**src/rtl/core/iplc_pkg.sv**
```systemverilog
// Shared types, format codes and status codes for the image plane layout checker.
package iplc_pkg;

    localparam int FMT_W     = 4;
    localparam int DIM_W     = 16;
    localparam int SIZE_W    = 40;
    localparam int PLANES_W  = 4;
    localparam int STRIDE_W  = 32;
    localparam int OFFSET_W  = 32;
    localparam int STATUS_W  = 2;
    localparam int RBYTES_W  = DIM_W + 2;
    localparam int PROD_W    = STRIDE_W + DIM_W;
    localparam int END_W     = PROD_W + 1;
    localparam int IN_DATA_W = 208;
    localparam int OUT_DATA_W = 8;

    localparam logic [FMT_W-1:0] FMT_NV12     = 4'd1;
    localparam logic [FMT_W-1:0] FMT_NV16     = 4'd2;
    localparam logic [FMT_W-1:0] FMT_YUYV     = 4'd3;
    localparam logic [FMT_W-1:0] FMT_RGB565   = 4'd4;
    localparam logic [FMT_W-1:0] FMT_RGB888   = 4'd5;
    localparam logic [FMT_W-1:0] FMT_ARGB8888 = 4'd6;
    localparam logic [FMT_W-1:0] FMT_BGRA8888 = 4'd7;

    localparam logic [PLANES_W-1:0] MAX_PLANES = 4'd4;
    localparam logic [PLANES_W-1:0] ONE_PLANE  = 4'd1;
    localparam logic [PLANES_W-1:0] TWO_PLANES = 4'd2;

    localparam logic [STATUS_W-1:0] STATUS_OK      = 2'd0;
    localparam logic [STATUS_W-1:0] STATUS_BADARGS = 2'd1;
    localparam logic [STATUS_W-1:0] STATUS_LAYOUT  = 2'd2;

    // Work handed to one plane lane.
    typedef struct packed {
        logic [SIZE_W-1:0]   size;
        logic [STRIDE_W-1:0] stride;
        logic [OFFSET_W-1:0] offset;
        logic [RBYTES_W-1:0] rbytes;
        logic [DIM_W-1:0]    rows;
    } lane_cmd_t;

    // What one lane found about its plane.
    typedef struct packed {
        logic                bad;
        logic [END_W-1:0]    alloc_end;
        logic [OFFSET_W-1:0] offset;
    } lane_res_t;

    // Descriptor-level verdict that travels beside the lanes.
    typedef struct packed {
        logic [STATUS_W-1:0] status;
        logic                need2;
    } ctl_t;

endpackage

```
**src/rtl/core/iplc_decode.sv**
```systemverilog
// Argument and format checks, and per-plane row bytes and row counts.
module iplc_decode
(
    input  logic                              clk,
    input  logic                              load,
    input  logic [iplc_pkg::IN_DATA_W-1:0]    word,
    output iplc_pkg::ctl_t                    ctl,
    output iplc_pkg::lane_cmd_t               cmd0,
    output iplc_pkg::lane_cmd_t               cmd1
);

    logic [iplc_pkg::FMT_W-1:0]      fmt;
    logic [iplc_pkg::DIM_W-1:0]      w;
    logic [iplc_pkg::DIM_W-1:0]      h;
    logic [iplc_pkg::SIZE_W-1:0]     size;
    logic [iplc_pkg::PLANES_W-1:0]   planes;
    logic [iplc_pkg::STRIDE_W-1:0]   stride0;
    logic [iplc_pkg::OFFSET_W-1:0]   offset0;
    logic [iplc_pkg::STRIDE_W-1:0]   stride1;
    logic [iplc_pkg::OFFSET_W-1:0]   offset1;

    logic                            bad_args;
    logic                            fmt_bad;
    logic                            odd_dim;
    logic                            need2;
    logic [iplc_pkg::RBYTES_W-1:0]   rb0;
    logic [iplc_pkg::RBYTES_W-1:0]   rb1;
    logic [iplc_pkg::DIM_W-1:0]      rows1;

    iplc_pkg::ctl_t                  ctl_next;
    iplc_pkg::ctl_t                  ctl_reg;
    iplc_pkg::lane_cmd_t             cmd0_reg;
    iplc_pkg::lane_cmd_t             cmd1_reg;

    assign fmt     = word[3:0];
    assign w       = word[19:4];
    assign h       = word[35:20];
    assign size    = word[75:36];
    assign planes  = word[79:76];
    assign stride0 = word[111:80];
    assign offset0 = word[143:112];
    assign stride1 = word[175:144];
    assign offset1 = word[207:176];

    assign bad_args = (planes == '0) || (planes > iplc_pkg::MAX_PLANES) ||
                      (size == '0) || (w == '0) || (h == '0);

    always_comb
    begin
        fmt_bad = 1'b0;
        odd_dim = 1'b0;
        need2   = 1'b0;
        rb0     = {2'b00, w};
        rb1     = {2'b00, w};
        rows1   = h;
        case (fmt)
            iplc_pkg::FMT_NV12:
            begin
                odd_dim = w[0] | h[0];
                need2   = 1'b1;
                rows1   = {1'b0, h[iplc_pkg::DIM_W-1:1]};
            end
            iplc_pkg::FMT_NV16:
            begin
                odd_dim = w[0];
                need2   = 1'b1;
            end
            iplc_pkg::FMT_YUYV:
            begin
                odd_dim = w[0];
                rb0     = {1'b0, w, 1'b0};
            end
            iplc_pkg::FMT_RGB565:
            begin
                rb0 = {1'b0, w, 1'b0};
            end
            iplc_pkg::FMT_RGB888:
            begin
                rb0 = {2'b00, w} + {1'b0, w, 1'b0};
            end
            iplc_pkg::FMT_ARGB8888, iplc_pkg::FMT_BGRA8888:
            begin
                rb0 = {w, 2'b00};
            end
            default:
            begin
                fmt_bad = 1'b1;
            end
        endcase
    end

    always_comb
    begin
        ctl_next.need2 = need2;
        if (bad_args)
        begin
            ctl_next.status = iplc_pkg::STATUS_BADARGS;
        end
        else if (fmt_bad || odd_dim ||
                 (planes != (need2 ? iplc_pkg::TWO_PLANES : iplc_pkg::ONE_PLANE)))
        begin
            ctl_next.status = iplc_pkg::STATUS_LAYOUT;
        end
        else
        begin
            ctl_next.status = iplc_pkg::STATUS_OK;
        end
    end

    always_ff @(posedge clk)
    begin
        if (load)
        begin
            ctl_reg         <= ctl_next;
            cmd0_reg.size   <= size;
            cmd0_reg.stride <= stride0;
            cmd0_reg.offset <= offset0;
            cmd0_reg.rbytes <= rb0;
            cmd0_reg.rows   <= h;
            cmd1_reg.size   <= size;
            cmd1_reg.stride <= stride1;
            cmd1_reg.offset <= offset1;
            cmd1_reg.rbytes <= rb1;
            cmd1_reg.rows   <= rows1;
        end
    end

    assign ctl  = ctl_reg;
    assign cmd0 = cmd0_reg;
    assign cmd1 = cmd1_reg;

endmodule

```
**src/rtl/core/iplc_lane.sv**
```systemverilog
// One plane lane: allocation extent and bounds checks over two pipeline stages.
module iplc_lane
(
    input  logic                  clk,
    input  logic                  advance,
    input  iplc_pkg::lane_cmd_t   cmd,
    output iplc_pkg::lane_res_t   res
);

    logic [iplc_pkg::PROD_W-1:0]   prod_reg;
    logic [iplc_pkg::OFFSET_W-1:0] offset_reg;
    logic [iplc_pkg::SIZE_W-1:0]   size_reg;
    logic                          early_bad_reg;

    logic [iplc_pkg::END_W-1:0]    alloc_next;
    iplc_pkg::lane_res_t           res_reg;

    always_ff @(posedge clk)
    begin
        if (advance)
        begin
            prod_reg      <= cmd.stride * cmd.rows;
            offset_reg    <= cmd.offset;
            size_reg      <= cmd.size;
            early_bad_reg <= ({14'd0, cmd.rbytes} > cmd.stride) ||
                             ({8'd0, cmd.offset} >= cmd.size);
        end
    end

    // With the stride at least the row bytes, the data end never passes the
    // allocation end, so checking the allocation end covers both.
    assign alloc_next = {{(iplc_pkg::END_W - iplc_pkg::OFFSET_W){1'b0}}, offset_reg} +
                        {1'b0, prod_reg};

    always_ff @(posedge clk)
    begin
        if (advance)
        begin
            res_reg.bad       <= early_bad_reg ||
                (alloc_next > {{(iplc_pkg::END_W - iplc_pkg::SIZE_W){1'b0}}, size_reg});
            res_reg.alloc_end <= alloc_next;
            res_reg.offset    <= offset_reg;
        end
    end

    assign res = res_reg;

endmodule

```
**src/rtl/core/iplc_merge.sv**
```systemverilog
// Combines the descriptor verdict with lane 0 and, for two-plane formats, lane 1, and holds the result word.
module iplc_merge
(
    input  logic                                clk,
    input  logic                                rst_n,
    input  logic                                in_valid,
    input  iplc_pkg::ctl_t                      ctl,
    input  iplc_pkg::lane_res_t                 res0,
    input  iplc_pkg::lane_res_t                 res1,
    input  logic                                out_ready,
    output logic                                advance,
    output logic                                out_valid,
    output logic [iplc_pkg::STATUS_W-1:0]       status
);

    logic                            out_valid_reg;
    logic [iplc_pkg::STATUS_W-1:0]   status_reg;
    logic [iplc_pkg::STATUS_W-1:0]   status_next;
    logic                            overlap;

    assign advance = !out_valid_reg || out_ready;

    assign overlap = {{(iplc_pkg::END_W - iplc_pkg::OFFSET_W){1'b0}}, res1.offset} <
                     res0.alloc_end;

    always_comb
    begin
        if (ctl.status != iplc_pkg::STATUS_OK)
        begin
            status_next = ctl.status;
        end
        else if (res0.bad || (ctl.need2 && (res1.bad || overlap)))
        begin
            status_next = iplc_pkg::STATUS_LAYOUT;
        end
        else
        begin
            status_next = iplc_pkg::STATUS_OK;
        end
    end

    always_ff @(posedge clk or negedge rst_n)
    begin
        if (!rst_n)
        begin
            out_valid_reg <= 1'b0;
        end
        else if (advance)
        begin
            out_valid_reg <= in_valid;
        end
    end

    always_ff @(posedge clk)
    begin
        if (advance)
        begin
            status_reg <= status_next;
        end
    end

    assign out_valid = out_valid_reg;
    assign status    = status_reg;

endmodule

```
**src/rtl/core/image_plane_layout_checker_core.sv**
```systemverilog
// Image plane layout checker: skid input, decode, two plane lanes, merge, output register.
// A status word passes the decode register, both lane stages and the merge register.
// One descriptor per cycle is sustained while the output is not stalled.
// The input skid register keeps tready independent of the output side.
// Reset (rst_n low, asynchronous) empties the skid register and all stage valid bits.
// There is no kept state between descriptors.
module image_plane_layout_checker_core
(
    input  logic                                 clk,
    input  logic                                 rst_n,
    input  logic                                 s_tvalid,
    output logic                                 s_tready,
    // Fields from bit 0 up: pixel_format, image_width, image_height, buffer_bytes,
    // planes_given, first_stride, first_offset, second_stride, second_offset.
    input  logic [iplc_pkg::IN_DATA_W-1:0]       s_tdata,
    output logic                                 m_tvalid,
    input  logic                                 m_tready,
    // Fields from bit 0 up: check_status, then zero fill.
    output logic [iplc_pkg::OUT_DATA_W-1:0]      m_tdata
);

    logic                              skid_valid_reg;
    logic [iplc_pkg::IN_DATA_W-1:0]    skid_data_reg;
    logic                              advance;
    logic                              s_accept;
    logic [iplc_pkg::IN_DATA_W-1:0]    stage_word;

    logic                              v1_reg;
    logic                              v2_reg;
    logic                              v3_reg;
    iplc_pkg::ctl_t                    ctl1;
    iplc_pkg::ctl_t                    ctl2_reg;
    iplc_pkg::ctl_t                    ctl3_reg;
    iplc_pkg::lane_cmd_t               cmd0;
    iplc_pkg::lane_cmd_t               cmd1;
    iplc_pkg::lane_res_t               res0;
    iplc_pkg::lane_res_t               res1;
    logic [iplc_pkg::STATUS_W-1:0]     status;

    assign s_tready   = !skid_valid_reg;
    assign s_accept   = s_tvalid && s_tready;
    assign stage_word = skid_valid_reg ? skid_data_reg : s_tdata;

    // A word that arrives while the pipeline is stalled waits in the skid register.
    always_ff @(posedge clk or negedge rst_n)
    begin
        if (!rst_n)
        begin
            skid_valid_reg <= 1'b0;
        end
        else if (advance)
        begin
            skid_valid_reg <= 1'b0;
        end
        else if (s_accept)
        begin
            skid_valid_reg <= 1'b1;
        end
    end

    always_ff @(posedge clk)
    begin
        if (s_accept && !advance)
        begin
            skid_data_reg <= s_tdata;
        end
    end

    always_ff @(posedge clk or negedge rst_n)
    begin
        if (!rst_n)
        begin
            v1_reg <= 1'b0;
            v2_reg <= 1'b0;
            v3_reg <= 1'b0;
        end
        else if (advance)
        begin
            v1_reg <= skid_valid_reg || s_accept;
            v2_reg <= v1_reg;
            v3_reg <= v2_reg;
        end
    end

    always_ff @(posedge clk)
    begin
        if (advance)
        begin
            ctl2_reg <= ctl1;
            ctl3_reg <= ctl2_reg;
        end
    end

    iplc_decode u_decode
    (
        .clk  (clk),
        .load (advance),
        .word (stage_word),
        .ctl  (ctl1),
        .cmd0 (cmd0),
        .cmd1 (cmd1)
    );

    iplc_lane u_lane0
    (
        .clk     (clk),
        .advance (advance),
        .cmd     (cmd0),
        .res     (res0)
    );

    iplc_lane u_lane1
    (
        .clk     (clk),
        .advance (advance),
        .cmd     (cmd1),
        .res     (res1)
    );

    iplc_merge u_merge
    (
        .clk       (clk),
        .rst_n     (rst_n),
        .in_valid  (v3_reg),
        .ctl       (ctl3_reg),
        .res0      (res0),
        .res1      (res1),
        .out_ready (m_tready),
        .advance   (advance),
        .out_valid (m_tvalid),
        .status    (status)
    );

    assign m_tdata = {{(iplc_pkg::OUT_DATA_W - iplc_pkg::STATUS_W){1'b0}}, status};

endmodule
```
**config.mk**
```make
export PLATFORM = sky130hd
export DESIGN_NAME = image_plane_layout_checker_core
export DESIGN_NICKNAME = d
export VERILOG_FILES = /design/src/rtl/core/iplc_pkg.sv /design/src/rtl/core/iplc_decode.sv /design/src/rtl/core/iplc_lane.sv /design/src/rtl/core/iplc_merge.sv /design/src/rtl/core/image_plane_layout_checker_core.sv
export SDC_FILE = /design/constraint.sdc
export NUM_CORES = 2
export LEC_CHECK = 0
export BUFFER_PORTS_ARGS = -buffer_cell sky130_fd_sc_hd__buf_2
export CAP_MARGIN = 40
export CORE_MARGIN = 2
export CORE_UTILIZATION = 40
export DETAILED_ROUTE_END_ITERATION = 10
export GPL_ROUTABILITY_DRIVEN = 0
export SETUP_SLACK_MARGIN = 0.3
export SYNTH_ARGS = -nofsm -noshare
export SYNTH_HDL_FRONTEND = slang
export SYNTH_SLANG_ARGS = --single-unit
```
**constraint.sdc**
```tcl
create_clock -name clk -period 68.7 [get_ports clk]
set_input_delay 6.87 -clock clk [delete_from_list [all_inputs] [get_ports clk]]
set_output_delay 6.87 -clock clk [all_outputs]
set_load 0.02 [all_outputs]
```
==> tab_implementation.tex <==
\begin{tabular}{lr}
\hline
Metric & Value \\
\hline
\multicolumn{2}{l}{\textbf{Yosys}} \\
\quad Leading area contributor after synthesis & sky130\_fd\_sc\_hd\_\_edfxtp\_1 \\
\quad Post-synthesis sequential element count & roughly 740 \\
\quad Proportion of netlist area held by the largest area contributor & 33.0\% \\
\quad Fraction of synthesis flops using an asynchronous set or reset pin & 0.673\% \\
\quad Number of enable-type register cells in the synthesized netlist & 738 \\
\quad Top cells by area, synth & sky130\_fd\_sc\_hd\_\_edfxtp\_1 33\%, sky130\_fd\_sc\_hd\_\_fa\_1 25\%, sky130\_fd\_sc\_hd\_\_ha\_1 10\%, sky130\_fd\_sc\_hd\_\_inv\_1 6.2\%, sky130\_fd\_sc\_hd\_\_and2\_1 4.0\% \\
\quad Synthesized area & 67100 um\^{}2 \\
\quad Synth cell types & 82 \\
\quad Syn. warnings & 0 \\
\quad Count leader, synth & sky130\_fd\_sc\_hd\_\_inv\_1 \\
\quad Cell count after synthesis & 6129 \\
\quad Most instantiated cells after synthesis & 1100 x sky130\_fd\_sc\_hd\_\_inv\_1, 839 x sky130\_fd\_sc\_hd\_\_fa\_1, 738 x sky130\_fd\_sc\_hd\_\_edfxtp\_1 \\
\quad Dominant register cell in the synthesized netlist & sky130\_fd\_sc\_hd\_\_edfxtp\_1 \\
\quad Sequential share of the synthesized area & between 30 and 40\% \\
\quad Average footprint of a synthesized cell & 10.9 um\^{}2 \\
\multicolumn{2}{l}{\textbf{CTS}} \\
\quad CTS HTree Levels & 3 \\
\quad CTS Root Buffer Type & sky130\_fd\_sc\_hd\_\_clkbuf\_16 \\
\quad Post-CTS Hold Fix Bufs & 0 \\
\quad Setup fix buffers added after clock tree synthesis & 0 \\
\quad Number of buffers created by CTS & between 80 and 90 \\
\quad Count of cells resized by post-cts repair & 0 \\
\quad Clk slew on worst S/H paths & 60 ps \\
\quad Worst-skew pair later-pin latency & 730 ps \\
\quad Clock tree from TritonCTS & yes \\
\quad Number of buffers between clock root and the deepest sink & 3 \\
\quad Sinks on the clock net & 743 \\
\multicolumn{2}{l}{\textbf{Setup path}} \\
\quad R2r endpoint & u\_lane1.prod\_reg[41]\$\_DFFE\_PN\_ \\
\quad Reg-to-reg setup timing slack & around 60000 ps \\
\quad Worst setup path endpoint & u\_decode.cmd0[31]\$\_DFFE\_PN\_ \\
\quad Number of stages on the worst setup path & 17 \\
\quad Endpoint required time on the critical path & 69140 ps \\
\quad Critical register-to-register path startpoint & u\_decode.cmd1[11]\$\_DFFE\_PN\_ \\
\quad Master of the slowest instance on the critical path & sky130\_fd\_sc\_hd\_\_o41ai\_1 \\
\quad Category of the most critical setup path & primary input to flip-flop \\
\quad Largest stage delay, worst path & about 500 ps \\
\quad CP Max Fanout & 6 \\
\quad Launch point of the critical path & s\_tdata[4] \\
\quad Register-to-Register Path Depth & 24 \\
\quad Critical Path AT & 10820 ps \\
\quad Cell-by-cell listing of the critical path & buf\_2 -> mux2i\_1 -> inv\_1 -> ha\_1 -> fa\_1 -> a21o\_1 -> a21oi\_1 -> o21bai\_1 -> a21oi\_1 -> nor2b\_1 -> o21a\_1 -> o31a\_1 -> o41ai\_1 -> o21ai\_0 -> xor2\_1 -> a211oi\_1 -> a21oi\_1 \\
\quad Crit-path most repeated cell & sky130\_fd\_sc\_hd\_\_a21oi\_1 \\
\quad Critical path startpoint category & primary input \\
\quad Combined buffer and inverter count along the critical path & 2 \\
\quad CP top delay family & compound AO/OA/AOI/OAI gates \\
\quad Critical Path Sink Type & flip-flop \\
\multicolumn{2}{l}{\textbf{GRT}} \\
\quad Antenna violations before repair & 4 \\
\quad Wire length of the first global-routing pass & approximately 280000 um \\
\quad Total Routing Usage GR & 21.4\% \\
\quad Met2 GRT Util & 35.0\% \\
\quad Met1 Resource Use GR & between 20\% and 30\% \\
\quad Top Usage Layer GRT & met2 \\
\quad Met3 global-route usage & under 10\% \\
\quad Via count of the first global-routing pass & about 47k \\
\quad Grt ovf & 0 \\
\quad Maximum number of pins on one net before global-route repair & roughly 160 \\
\multicolumn{2}{l}{\textbf{Worst hold path}} \\
\quad Path category of the worst min-delay check & flip-flop to flip-flop \\
\multicolumn{2}{l}{\textbf{Routing}} \\
\quad Iteration count of the initial detailed-routing pass & 6 \\
\quad Post-Route WL & around 180000 um \\
\quad Number of DRC violations after detailed routing & 0 \\
\quad Routed Antenna Nets & 0 \\
\quad Via/cell ratio & 5.25 \\
\quad Drt wl/cell & 20.8 um \\
\quad Initial detailed-routing violation count & approximately 3.2k \\
\quad Via total after detailed routing & 45.0k \\
\multicolumn{2}{l}{\textbf{Floorplanning}} \\
\quad I/O pin cnt & 222 \\
\quad Area of the die & 171000 um\^{}2 \\
\quad \# rows & 150 \\
\quad Initial cell density of the core & just over 40\% \\
\quad Die extent in x & about 410 um \\
\quad Core region area & 167000 um\^{}2 \\
\quad Die Height & 414 um \\
\multicolumn{2}{l}{\textbf{Layout}} \\
\quad Fraction of the core area covered by cells at the end of the flow & 44.2\% \\
\quad Register area & 22300 um\^{}2 \\
\quad Number of flip-flops in the largest register & 208 \\
\quad Finished Layout Cells & $\sim$8.6k \\
\quad Synthesis-to-finish area growth & 10.0\% \\
\quad \# fillers & 15.6k \\
\quad Number of nets in the final layout & 7890 \\
\quad Share of cells above drive strength 1 & 9.99\% \\
\quad Area of combinational cells with multiple inputs & 39900 um\^{}2 \\
\multicolumn{2}{l}{\textbf{STA}} \\
\quad Pin slew with the least headroom to its limit & about 1100 ps \\
\quad Fin crit period & 10380 ps \\
\quad F\_max & between 90 and 100 MHz \\
\quad Final-report hold violation count & 0 \\
\quad Share of the cycle needed by the critical path after routing & 15.1\% \\
\quad Total Neg Setup Slack & 0 ps \\
\quad Final setup violation count & 0 \\
\quad Slew margin rel. & 26.3\% \\
\quad Max-slew violation count & 0 \\
\quad Maximum clock skew at final layout & approximately 34 ps \\
\quad Setup repair after global routing missed its margin & no \\
\quad Worst hold-check slack & around 430 ps \\
\multicolumn{2}{l}{\textbf{Place}} \\
\quad HPWL after DPL & 134000 um \\
\quad IO Port Bufs & 215 \\
\quad Cell total after placement & 8416 \\
\multicolumn{2}{l}{\textbf{Run}} \\
\quad Number of maximum-capacitance constraint violations & 0 \\
\multicolumn{2}{l}{\textbf{Status}} \\
\quad Outcome & finished clean \\
\hline
\end{tabular}
per-layer routing:
metal | share of wire (%) | wire length [um]
met5 | 0.011 | 19
met4 | 4.2 | 7420
met3 | 6.0 | 10700
met2 | 47 | 83300
met1 | 43 | 76700
worst reg2reg max path, cell delays in order, from the launching register on:
cell and delay, ps:
sky130_fd_sc_hd__edfxtp_1 770, sky130_fd_sc_hd__buf_4 490, sky130_fd_sc_hd__nand2_1 160, sky130_fd_sc_hd__fa_1 540
sky130_fd_sc_hd__inv_1 50, sky130_fd_sc_hd__fa_1 460, sky130_fd_sc_hd__fa_1 520, sky130_fd_sc_hd__fa_1 540
sky130_fd_sc_hd__fa_1 550, sky130_fd_sc_hd__inv_1 50, sky130_fd_sc_hd__fa_1 540, sky130_fd_sc_hd__inv_1 50
sky130_fd_sc_hd__ha_1 390, sky130_fd_sc_hd__nand4_1 260, sky130_fd_sc_hd__a2111oi_0 530, sky130_fd_sc_hd__o211ai_1 280
sky130_fd_sc_hd__a31oi_1 480, sky130_fd_sc_hd__o21ai_0 280, sky130_fd_sc_hd__a21oi_1 350, sky130_fd_sc_hd__a211oi_1 210
sky130_fd_sc_hd__nand2b_1 180, sky130_fd_sc_hd__a21oi_1 200, sky130_fd_sc_hd__a21o_1 160, sky130_fd_sc_hd__a21oi_1 80
sky130_fd_sc_hd__xnor2_1 140
per-stage QoR:
step                worst slack [ps]  area, um^2
floorplan                      26920       67100
global placement               57670       70600
detailed placement             57680       70900
CTS                            58450       73800
global route                   58140       73800
finish                         58320       73800
worst min-delay path by stage:
stage / start / end / slack (ps) / cells after the start
2_1_floorplan: u_decode.ctl[0]$_DFFE_PN_ / ctl2_reg[0]$_DFFE_PN_ / 400 / 0
3_3_place_gp: u_decode.ctl[2]$_SDFFCE_PP0N_ / ctl2_reg[2]$_DFFE_PN_ / 400 / 0
3_5_place_dp: u_decode.ctl[2]$_SDFFCE_PP0N_ / ctl2_reg[2]$_DFFE_PN_ / 410 / 0
4_1_cts: u_decode.ctl[1]$_SDFFCE_PP1N_ / ctl2_reg[1]$_DFFE_PN_ / 430 / 0
5_1_grt: u_decode.ctl[2]$_SDFFCE_PP0N_ / ctl2_reg[2]$_DFFE_PN_ / 440 / 0
6_report: u_decode.ctl[2]$_SDFFCE_PP0N_ / ctl2_reg[2]$_DFFE_PN_ / 430 / 0
cell type report:
cell class	count	area share, %
inverters	1100	5.59
diodes	1	0.00339
flip-flops and latches	743	30.2
repair buffers	294	2.49
multi-input cells	4075	54.0
well taps	2204	3.74
clock inverters	59	0.819
clock buffers	106	3.16
cells in the final DEF (no fill, tap or decap), types with 132 or more instances in the layout:
master / n
sky130_fd_sc_hd__inv_1: 1100
sky130_fd_sc_hd__fa_1: 839
sky130_fd_sc_hd__edfxtp_1: 738
sky130_fd_sc_hd__nand2_1: 713
sky130_fd_sc_hd__ha_1: 537
sky130_fd_sc_hd__and2_1: 430
sky130_fd_sc_hd__a21oi_1: 240
sky130_fd_sc_hd__buf_2: 216
sky130_fd_sc_hd__mux2_2: 173
sky130_fd_sc_hd__a21o_1: 137
sky130_fd_sc_hd__nor2_1: 132
kinds of logic after synthesis:
| logic type | count (synthesis) | share of synthesized area, % |
|---|---|---|
| adder cells (fa/ha/maj) | 1376 | 35.1 |
| other | 1 | 0.00559 |
| AND/OR/NAND/NOR | 1608 | 11.8 |
| flip-flops | 743 | 33.2 |
| multiplexers | 209 | 3.44 |
| XOR/XNOR | 181 | 2.36 |
| buffers and inverters | 1316 | 7.41 |
| AO/OA/AOI/OAI | 695 | 6.73 |
Power is left out: the tool's default activity adds up to more than one toggle a clock period on the data nets, which glitch-free logic cannot reach.
